[config.mk]
export PLATFORM = sky130hd
export DESIGN_NAME = dual_stepper_position_homing_unit_flat
export DESIGN_NICKNAME = d
export VERILOG_FILES = /design/src/rtl/dsph_pkg.sv /design/src/rtl/dsph_req_if.sv /design/src/rtl/dsph_rsp_if.sv /design/src/rtl/dsph_motor.sv /design/src/rtl/dual_stepper_position_homing_unit.sv /design/src/flat_wrapper.sv
export SDC_FILE = /design/constraint.sdc
export NUM_CORES = 1
export LEC_CHECK = 0
export ABC_CLOCK_PERIOD_IN_PS = 5450
export BUFFER_PORTS_ARGS = -buffer_cell sky130_fd_sc_hd__buf_2
export CORE_UTILIZATION = 55
export CTS_CLUSTER_SIZE = 24
export DETAILED_ROUTE_END_ITERATION = 10
export PLACE_DENSITY = 0.84
export SLEW_MARGIN = 10
export SYNTH_ARGS = -nofsm -noshare
export SYNTH_HDL_FRONTEND = slang
export SYNTH_SLANG_ARGS = --single-unit
[constraint.sdc]
create_clock -name clock -period 5.45 [get_ports clock]
set_input_delay 0.545 -clock clock [delete_from_list [all_inputs] [get_ports clock]]
set_output_delay 0.545 -clock clock [all_outputs]
set_load 0.1 [all_outputs]
[src/rtl/dsph_pkg.sv]
// shared types, codes and the half-step coil table for the dual stepper unit
package dsph_pkg;

   // request mode codes
   localparam logic [1:0] MODE_TICK = 2'd0;
   localparam logic [1:0] MODE_GOAL = 2'd1;
   localparam logic [1:0] MODE_HOME = 2'd2;

   // motor select codes
   localparam logic SEL_FRONT  = 1'b0;
   localparam logic SEL_BOTTOM = 1'b1;

   // steps in one coarse position unit (power of two)
   localparam int STEPS_PER_UNIT = 16;
   localparam logic signed [15:0] STEPS_DIV = 16'(STEPS_PER_UNIT);

   localparam logic signed [15:0] STEP_MAX = 16'sh7FFF;
   localparam logic signed [15:0] STEP_MIN = 16'sh8000;

   typedef struct packed {
      logic       en;
      logic       tick;
      logic       sensor;
      logic       load;
      logic       home;
      logic [7:0] goal;
   } motor_cmd_type;

   typedef struct packed {
      logic [3:0]         coils;
      logic signed [15:0] steps;
      logic               homing;
   } motor_view_type;

   // half-step coil pattern, bit3..bit0 drive coil inputs 1..4
   function automatic logic [3:0] coil_pattern(input logic [2:0] phase);
      logic [3:0] pat;
      case (phase)
         3'd0: pat = 4'hA;
         3'd1: pat = 4'h8;
         3'd2: pat = 4'h9;
         3'd3: pat = 4'h1;
         3'd4: pat = 4'h5;
         3'd5: pat = 4'h4;
         3'd6: pat = 4'h6;
         3'd7: pat = 4'h2;
         default: pat = 4'h0;
      endcase
      return pat;
   endfunction

endpackage

[src/rtl/dsph_req_if.sv]
// request channel of the dual stepper unit
interface dsph_req_if;
   logic       valid;
   logic       ready;
   logic [1:0] mode;
   logic       motor_sel;
   logic [7:0] goal_position;
   logic       limit_sensor;

   modport source (output valid, mode, motor_sel, goal_position, limit_sensor, input ready);
   modport sink   (input valid, mode, motor_sel, goal_position, limit_sensor, output ready);
endinterface

[src/rtl/dsph_rsp_if.sv]
// response channel of the dual stepper unit
interface dsph_rsp_if;
   logic               valid;
   logic               ready;
   logic [3:0]         front_coils;
   logic [3:0]         bottom_coils;
   logic signed [15:0] front_step_count;
   logic signed [15:0] bottom_step_count;
   logic               front_homing_flag;
   logic               bottom_homing_flag;

   modport source (output valid, front_coils, bottom_coils, front_step_count,
                   bottom_step_count, front_homing_flag, bottom_homing_flag,
                   input ready);
   modport sink   (input valid, front_coils, bottom_coils, front_step_count,
                   bottom_step_count, front_homing_flag, bottom_homing_flag,
                   output ready);
endinterface

[src/rtl/dsph_motor.sv]
// one stepper channel: state, goal tracking, homing and coil stepping
module dsph_motor (
   input  logic                     clock,
   input  logic                     reset,
   input  dsph_pkg::motor_cmd_type  cmd,
   output dsph_pkg::motor_view_type view
);
   import dsph_pkg::*;

   logic signed [15:0] steps_ff, steps_in;
   logic [7:0]         goal_ff, goal_in;
   logic               homing_ff, homing_in;
   logic [2:0]         phase_ff, phase_in;
   logic [3:0]         coil_ff, coil_in;

   logic signed [15:0] pos;
   logic signed [16:0] pos_x, goal_x;
   logic [2:0]         phase_open, phase_closed;
   logic               below, above;

   always_comb begin
      pos          = steps_ff / STEPS_DIV;   // truncates toward zero
      pos_x        = {pos[15], pos};
      goal_x       = {9'd0, goal_ff};
      below        = pos_x < goal_x;
      above        = pos_x > goal_x;
      phase_open   = phase_ff + 3'd1;
      phase_closed = phase_ff - 3'd1;

      steps_in  = steps_ff;
      goal_in   = goal_ff;
      homing_in = homing_ff;
      phase_in  = phase_ff;
      coil_in   = coil_ff;

      if (cmd.tick) begin
         if (homing_ff || above) begin
            if (cmd.sensor) begin
               steps_in  = '0;
               goal_in   = '0;
               homing_in = 1'b0;
            end else begin
               phase_in = phase_open;
               coil_in  = coil_pattern(phase_open);
               steps_in = (steps_ff == STEP_MIN) ? steps_ff : steps_ff - 16'sd1;
            end
         end else if (below) begin
            phase_in = phase_closed;
            coil_in  = coil_pattern(phase_closed);
            steps_in = (steps_ff == STEP_MAX) ? steps_ff : steps_ff + 16'sd1;
         end
      end
      if (cmd.load) begin
         goal_in = cmd.goal;
      end
      if (cmd.home) begin
         homing_in = 1'b1;
      end
   end

   always_ff @(posedge clock) begin
      if (reset) begin
         steps_ff  <= '0;
         goal_ff   <= '0;
         homing_ff <= 1'b0;
         phase_ff  <= '0;
         coil_ff   <= '0;
      end else if (cmd.en) begin
         steps_ff  <= steps_in;
         goal_ff   <= goal_in;
         homing_ff <= homing_in;
         phase_ff  <= phase_in;
         coil_ff   <= coil_in;
      end
   end

   assign view.coils  = coil_in;
   assign view.steps  = steps_in;
   assign view.homing = homing_in;

endmodule

[src/rtl/dual_stepper_position_homing_unit.sv]
// top level of the dual stepper position and homing unit
// path: a request is held in the request register, then its result in the response register
// throughput: one request per cycle, the request register and the response
// register each take a new item whenever the stage after them moves on
// reset: synchronous, clears both motors (steps, goals, homing, phase, coils)
// and empties the request and response registers
module dual_stepper_position_homing_unit (
   input logic        clock,
   input logic        reset,
   dsph_req_if.sink   req_chan,
   dsph_rsp_if.source rsp_chan
);
   import dsph_pkg::*;

   // request register
   logic       in_valid_ff, in_valid_in;
   logic [1:0] in_mode_ff;
   logic       in_sel_ff;
   logic [7:0] in_goal_ff;
   logic       in_sensor_ff;

   // response register
   logic               rsp_valid_ff, rsp_valid_in;
   logic [3:0]         rsp_front_coils_ff, rsp_bottom_coils_ff;
   logic signed [15:0] rsp_front_steps_ff, rsp_bottom_steps_ff;
   logic               rsp_front_homing_ff, rsp_bottom_homing_ff;

   logic           req_take;   // request handshake completes
   logic           fire;       // held request is applied to the motors
   motor_cmd_type  front_cmd, bottom_cmd;
   motor_view_type front_view, bottom_view;

   // the held request moves on when the response slot is free or being drained
   assign fire     = in_valid_ff && (!rsp_valid_ff || rsp_chan.ready);
   assign req_take = req_chan.valid && req_chan.ready;
   assign req_chan.ready = !in_valid_ff || fire;

   always_comb begin
      in_valid_in = in_valid_ff;
      if (req_take) begin
         in_valid_in = 1'b1;
      end else if (fire) begin
         in_valid_in = 1'b0;
      end

      rsp_valid_in = rsp_valid_ff;
      if (fire) begin
         rsp_valid_in = 1'b1;
      end else if (rsp_chan.ready) begin
         rsp_valid_in = 1'b0;
      end
   end

   // decode the held request for each motor; ticks reach both, commands one
   always_comb begin
      front_cmd.en      = fire;
      front_cmd.tick    = (in_mode_ff == MODE_TICK);
      front_cmd.sensor  = in_sensor_ff;
      front_cmd.load    = (in_mode_ff == MODE_GOAL) && (in_sel_ff == SEL_FRONT);
      front_cmd.home    = (in_mode_ff == MODE_HOME) && (in_sel_ff == SEL_FRONT);
      front_cmd.goal    = in_goal_ff;

      bottom_cmd.en     = fire;
      bottom_cmd.tick   = (in_mode_ff == MODE_TICK);
      bottom_cmd.sensor = in_sensor_ff;
      bottom_cmd.load   = (in_mode_ff == MODE_GOAL) && (in_sel_ff == SEL_BOTTOM);
      bottom_cmd.home   = (in_mode_ff == MODE_HOME) && (in_sel_ff == SEL_BOTTOM);
      bottom_cmd.goal   = in_goal_ff;
   end

   dsph_motor u_front (
      .clock (clock),
      .reset (reset),
      .cmd   (front_cmd),
      .view  (front_view)
   );

   dsph_motor u_bottom (
      .clock (clock),
      .reset (reset),
      .cmd   (bottom_cmd),
      .view  (bottom_view)
   );

   // control registers
   always_ff @(posedge clock) begin
      if (reset) begin
         in_valid_ff  <= 1'b0;
         rsp_valid_ff <= 1'b0;
      end else begin
         in_valid_ff  <= in_valid_in;
         rsp_valid_ff <= rsp_valid_in;
      end
   end

   // payload registers, no reset needed
   always_ff @(posedge clock) begin
      if (req_take) begin
         in_mode_ff   <= req_chan.mode;
         in_sel_ff    <= req_chan.motor_sel;
         in_goal_ff   <= req_chan.goal_position;
         in_sensor_ff <= req_chan.limit_sensor;
      end
      if (fire) begin
         rsp_front_coils_ff   <= front_view.coils;
         rsp_bottom_coils_ff  <= bottom_view.coils;
         rsp_front_steps_ff   <= front_view.steps;
         rsp_bottom_steps_ff  <= bottom_view.steps;
         rsp_front_homing_ff  <= front_view.homing;
         rsp_bottom_homing_ff <= bottom_view.homing;
      end
   end

   assign rsp_chan.valid              = rsp_valid_ff;
   assign rsp_chan.front_coils        = rsp_front_coils_ff;
   assign rsp_chan.bottom_coils       = rsp_bottom_coils_ff;
   assign rsp_chan.front_step_count   = rsp_front_steps_ff;
   assign rsp_chan.bottom_step_count  = rsp_bottom_steps_ff;
   assign rsp_chan.front_homing_flag  = rsp_front_homing_ff;
   assign rsp_chan.bottom_homing_flag = rsp_bottom_homing_ff;

   // request path only stalls while a request is held
   a_stall_held: assert property (@(posedge clock) disable iff (reset)
      !req_chan.ready |-> in_valid_ff)
      else $error("request path stalled with no request held");

   // every applied request shows up as a response
   a_fire_rsp: assert property (@(posedge clock) disable iff (reset)
      fire |=> rsp_chan.valid)
      else $error("applied request gave no response");

   // a tick with the sensor set leaves no motor homing
   a_sensor_ends_homing: assert property (@(posedge clock) disable iff (reset)
      fire && in_mode_ff == MODE_TICK && in_sensor_ff
      |=> !rsp_chan.front_homing_flag && !rsp_chan.bottom_homing_flag)
      else $error("homing still set after sensor tick");

endmodule

[src/flat_wrapper.sv]
// flat-port wrapper written by rule: the top's interface ports become plain ports
module dual_stepper_position_homing_unit_flat import dsph_pkg::*;
  (clock, reset, req_chan_valid, req_chan_mode, req_chan_motor_sel, req_chan_goal_position, req_chan_limit_sensor, req_chan_ready, rsp_chan_valid, rsp_chan_front_coils, rsp_chan_bottom_coils, rsp_chan_front_step_count, rsp_chan_bottom_step_count, rsp_chan_front_homing_flag, rsp_chan_bottom_homing_flag, rsp_chan_ready);
  dsph_req_if req_chan_i ();
  dsph_rsp_if rsp_chan_i ();
  input logic clock;
  input logic reset;
  input wire logic [$bits(req_chan_i.valid)-1:0] req_chan_valid;
  input wire logic [$bits(req_chan_i.mode)-1:0] req_chan_mode;
  input wire logic [$bits(req_chan_i.motor_sel)-1:0] req_chan_motor_sel;
  input wire logic [$bits(req_chan_i.goal_position)-1:0] req_chan_goal_position;
  input wire logic [$bits(req_chan_i.limit_sensor)-1:0] req_chan_limit_sensor;
  output wire logic [$bits(req_chan_i.ready)-1:0] req_chan_ready;
  output wire logic [$bits(rsp_chan_i.valid)-1:0] rsp_chan_valid;
  output wire logic [$bits(rsp_chan_i.front_coils)-1:0] rsp_chan_front_coils;
  output wire logic [$bits(rsp_chan_i.bottom_coils)-1:0] rsp_chan_bottom_coils;
  output wire logic [$bits(rsp_chan_i.front_step_count)-1:0] rsp_chan_front_step_count;
  output wire logic [$bits(rsp_chan_i.bottom_step_count)-1:0] rsp_chan_bottom_step_count;
  output wire logic [$bits(rsp_chan_i.front_homing_flag)-1:0] rsp_chan_front_homing_flag;
  output wire logic [$bits(rsp_chan_i.bottom_homing_flag)-1:0] rsp_chan_bottom_homing_flag;
  input wire logic [$bits(rsp_chan_i.ready)-1:0] rsp_chan_ready;
  assign req_chan_i.valid = req_chan_valid;
  assign req_chan_i.mode = req_chan_mode;
  assign req_chan_i.motor_sel = req_chan_motor_sel;
  assign req_chan_i.goal_position = req_chan_goal_position;
  assign req_chan_i.limit_sensor = req_chan_limit_sensor;
  assign req_chan_ready = req_chan_i.ready;
  assign rsp_chan_valid = rsp_chan_i.valid;
  assign rsp_chan_front_coils = rsp_chan_i.front_coils;
  assign rsp_chan_bottom_coils = rsp_chan_i.bottom_coils;
  assign rsp_chan_front_step_count = rsp_chan_i.front_step_count;
  assign rsp_chan_bottom_step_count = rsp_chan_i.bottom_step_count;
  assign rsp_chan_front_homing_flag = rsp_chan_i.front_homing_flag;
  assign rsp_chan_bottom_homing_flag = rsp_chan_i.bottom_homing_flag;
  assign rsp_chan_i.ready = rsp_chan_ready;
  dual_stepper_position_homing_unit u_core (.clock(clock), .reset(reset), .req_chan(req_chan_i), .rsp_chan(rsp_chan_i));
endmodule
==> results.cfg <==
[status]
status = finished with violations
violations = DRC

[floorplanning]
io_pins = 60
num_rows = 43
die_x_um = 121
coreArea_um2 = 13800
die_h_um = 121
start_util_pct = 56.2
die_area_um2 = 14600

[sta]
setup_ws_ps = 477
finalSetupViolations = 0
slew_headroom_pct = 32.1
finalCritPeriodShare_pct = 91.2
final-hold-violation-count = 0
fmax_mhz = 201
timing.setup.tns_ps = 0
clock_skew_ps = 6.73
rsz0062_at_grt = no
finalMaxSlewViolations = 0
tightest_slew_ps = 1020
fin_crit_ps = 4970

[synth]
synthCells = 903
async_flop_share_pct = 0
synth_edf_count = 54
yosysWarningCount = 0
synth_ff_type = dfxtp_1
yosysMostFrequentCell = nor2_1
synth_common_cells = 85 x nor2_1, 77 x a21oi_1, 66 x dfxtp_1
synth_compound_area_share_pct = 25.6
ys_ff_latch = 120
netlist_top_cells_area = edfxtp_1 21%, dfxtp_1 17%, ha_1 5.5%
synth_nets = 953
synth_xor_xnor_area_share_pct = 2.82
synth_top_family_by_area = compound AO/OA/AOI/OAI gates
synthSimpleGateAreaFrac_pct = 19.8
synth.mux.area_fraction_pct = 2.53
synth_top_area_share_pct = 20.9
synth_cell_type_count = 80
synth_seq_area_share_pct = 37.9
synthAdderAreaFrac_pct = 5.48
synth_area_per_cell_um2 = 8.60
synth_largest_area_cell = edfxtp_1
syn-cell-area_um2 = 7770

[placed_design]
place_ws_ps = 679
portBuffers = 59
gp_congestion = 0.950
hpwl_mm = 14.2

[worst_setup_path]
rr_worst_depth = 19
rr_endpoint = u_core.u_bottom.steps_ff[13]
crit_type = flop to flop
setup.worst_path.end_class = flop
critPathCapture = u_core.u_bottom.steps_ff[13]
rr_startpoint = u_core.u_bottom.steps_ff[0]
crit_path_start = u_core.u_bottom.steps_ff[0]
rrSetupSlack_ps = 480
critPathLaunchType = flop
crit_fanout = 20
worstPathArrival_ps = 5330
cp.required_ps = 5800

[power_and_ir_drop]
finalPower_mw = 4.18
p_leak_nw = 3.24
swShare_pct = 42.4
cellPowerDensity_nw_per_um2 = 479
p_int_mw = 2.41
ir_worst_vdd_v = 0.000278
seq_power_share_pct = 27.4
p_sw_mw = 1.77
combPwrFrac_pct = 44.5
clockPowerShare_pct = 28.1

[route]
vias_per_cell = 6.63
drc = 2
drtIter0Drc = 1226
routedWlPerCell_um = 19.2
dr.pass1.iters = 9
postRouteAntennaNets = 0
route.vias.total = 7463
routed_wl_mm = 21.6

[worst_hold_path]
worstHoldPathType = input pin to flop
min_from = req_chan_mode[0]

[clock_network]
cts-hold-fix-buffers = 0
cts_max_level = 4
cts.sinks = 120
insertion_delay_ps = 430
cts-resized-gates = 0
cts_buffers = 17
cts_tree = built
cts_setup_buffers = 0
clk_pin_slew_ps = 50
clockBufferDepth = 2
clockRootBuffer = clkbuf_16

[finish]
drive_gt1_share_pct = 14.9
regArea_um2 = 2940
multi_input_area_um2 = 4370
fillers = 1108
antenna_cells = 0
area_growth_pct = 12.2
fin_nets = 982

[grt]
grt_use_total_pct = 30.6
gr-total-overflow = 0
grt_pass1_vias = 6763
grt_pass1_wl_mm = 34.8
antenna_found_initial = 0
grt_max_degree = 46

[flow_run]
drv_cap = 0
-- registers in the layout (all words and copies together), names as in the netlist, 8 cells and up --
signal	cells
u_core.rsp_chan.bottom_step_count	16
u_core.rsp_chan.front_step_count	16
u_core.u_bottom.steps_ff	16
u_core.u_front.steps_ff	16
u_core.in_goal_ff	8
u_core.u_bottom.goal_ff	8
u_core.u_front.goal_ff	8
-- critical path, cell delays in order, from the launching register on --
cell,delay (ps)
dfxtp_1,450
inv_1,80
ha_1,210
nor3b_2,150
buf_4,190
nor2b_1,210
ha_1,230
and3_1,210
nand3_1,100
xnor2_1,170
ha_1,320
a21o_1,200
a21oi_1,140
nor2b_1,90
o31ai_1,640
a21oi_2,440
a21oi_1,250
buf_4,250
or3b_2,470
o21ai_0,80
-- layer usage --
| metal | global-route usage (%) | wire [um] | vias up |
|---|---|---|---|
| met2 | 46.5 | 9540 | 513 |
| met5 | 0 | 0 | - |
| li1 | - | - | 3457 |
| met3 | 6.39 | 2330 | 71 |
| met1 | 42.0 | 9140 | 3422 |
| met4 | 13.0 | 619 | 0 |
-- power groups by stage --
stage	clock network, mW	logic, mW	registers, mW
after floorplan	0	1.28	1.30
after global placement	0	1.74	1.15
after detailed placement	0	1.77	1.15
after CTS	1.18	1.80	1.14
after global routing	1.22	1.99	1.15
final	1.17	1.86	1.15
-- kinds of logic (layout without fill, tap and decap cells) --
group | Yosys count | after routing
AOI/OAI and AO/OA | 295 | 295
xor gates and xnor gates | 25 | 25
adders and majority gates | 34 | 34
buffers and inverters | 107 | 149
DFF | 120 | 120
muxes | 19 | 19
and+or+nand+nor | 303 | 303
-- worst min-delay path by stage --
| stage | to | slack, ps | cells past startpoint |
|---|---|---|---|
| after CTS | u_core.in_mode_ff[0] | 290 | 1 |
| final | u_core.in_mode_ff[0] | 290 | 1 |
| after floorplan | u_core.u_bottom.coil_ff[2] | 440 | 2 |
| after detailed placement | u_core.u_bottom.coil_ff[3] | 460 | 2 |
| after global placement | u_core.u_bottom.coil_ff[2] | 450 | 2 |
| after global routing | u_core.in_mode_ff[1] | 290 | 1 |
-- cells in the final DEF (no fill, tap or decap), types with 34 or more instances in the layout --
| cell type | instances |
|---|---|
| buf_2 | 59 |
| a21oi_1 | 77 |
| edfxtp_1 | 54 |
| dfxtp_1 | 66 |
| o21ai_0 | 58 |
| nand2_1 | 60 |
| ha_1 | 34 |
| nor2_1 | 84 |
| inv_1 | 39 |
-- cell type report --
cell class,instances,share of cell area [%]
clock buffers,19,4.96
clock inverters,13,2.04
inverters,41,1.76
multi-input cells,676,50.1
flip-flops and latches,120,33.7
well taps,180,2.58
repair buffers,76,4.85
-- through the flow --
stage | area, um^2 | utilization [%] | std cells | hold slack (ps)
finish | 8720 | 63.1 | 1125 | 295
global route | 8720 | 63.1 | 1125 | 288
CTS | 8720 | 63.1 | 1125 | 288
detailed placement | 8110 | 58.7 | 1093 | 463
global placement | 8110 | 58.7 | 1093 | 446
floorplan | 7770 | - | 903 | 438
(Power assumes the default switching activity.)
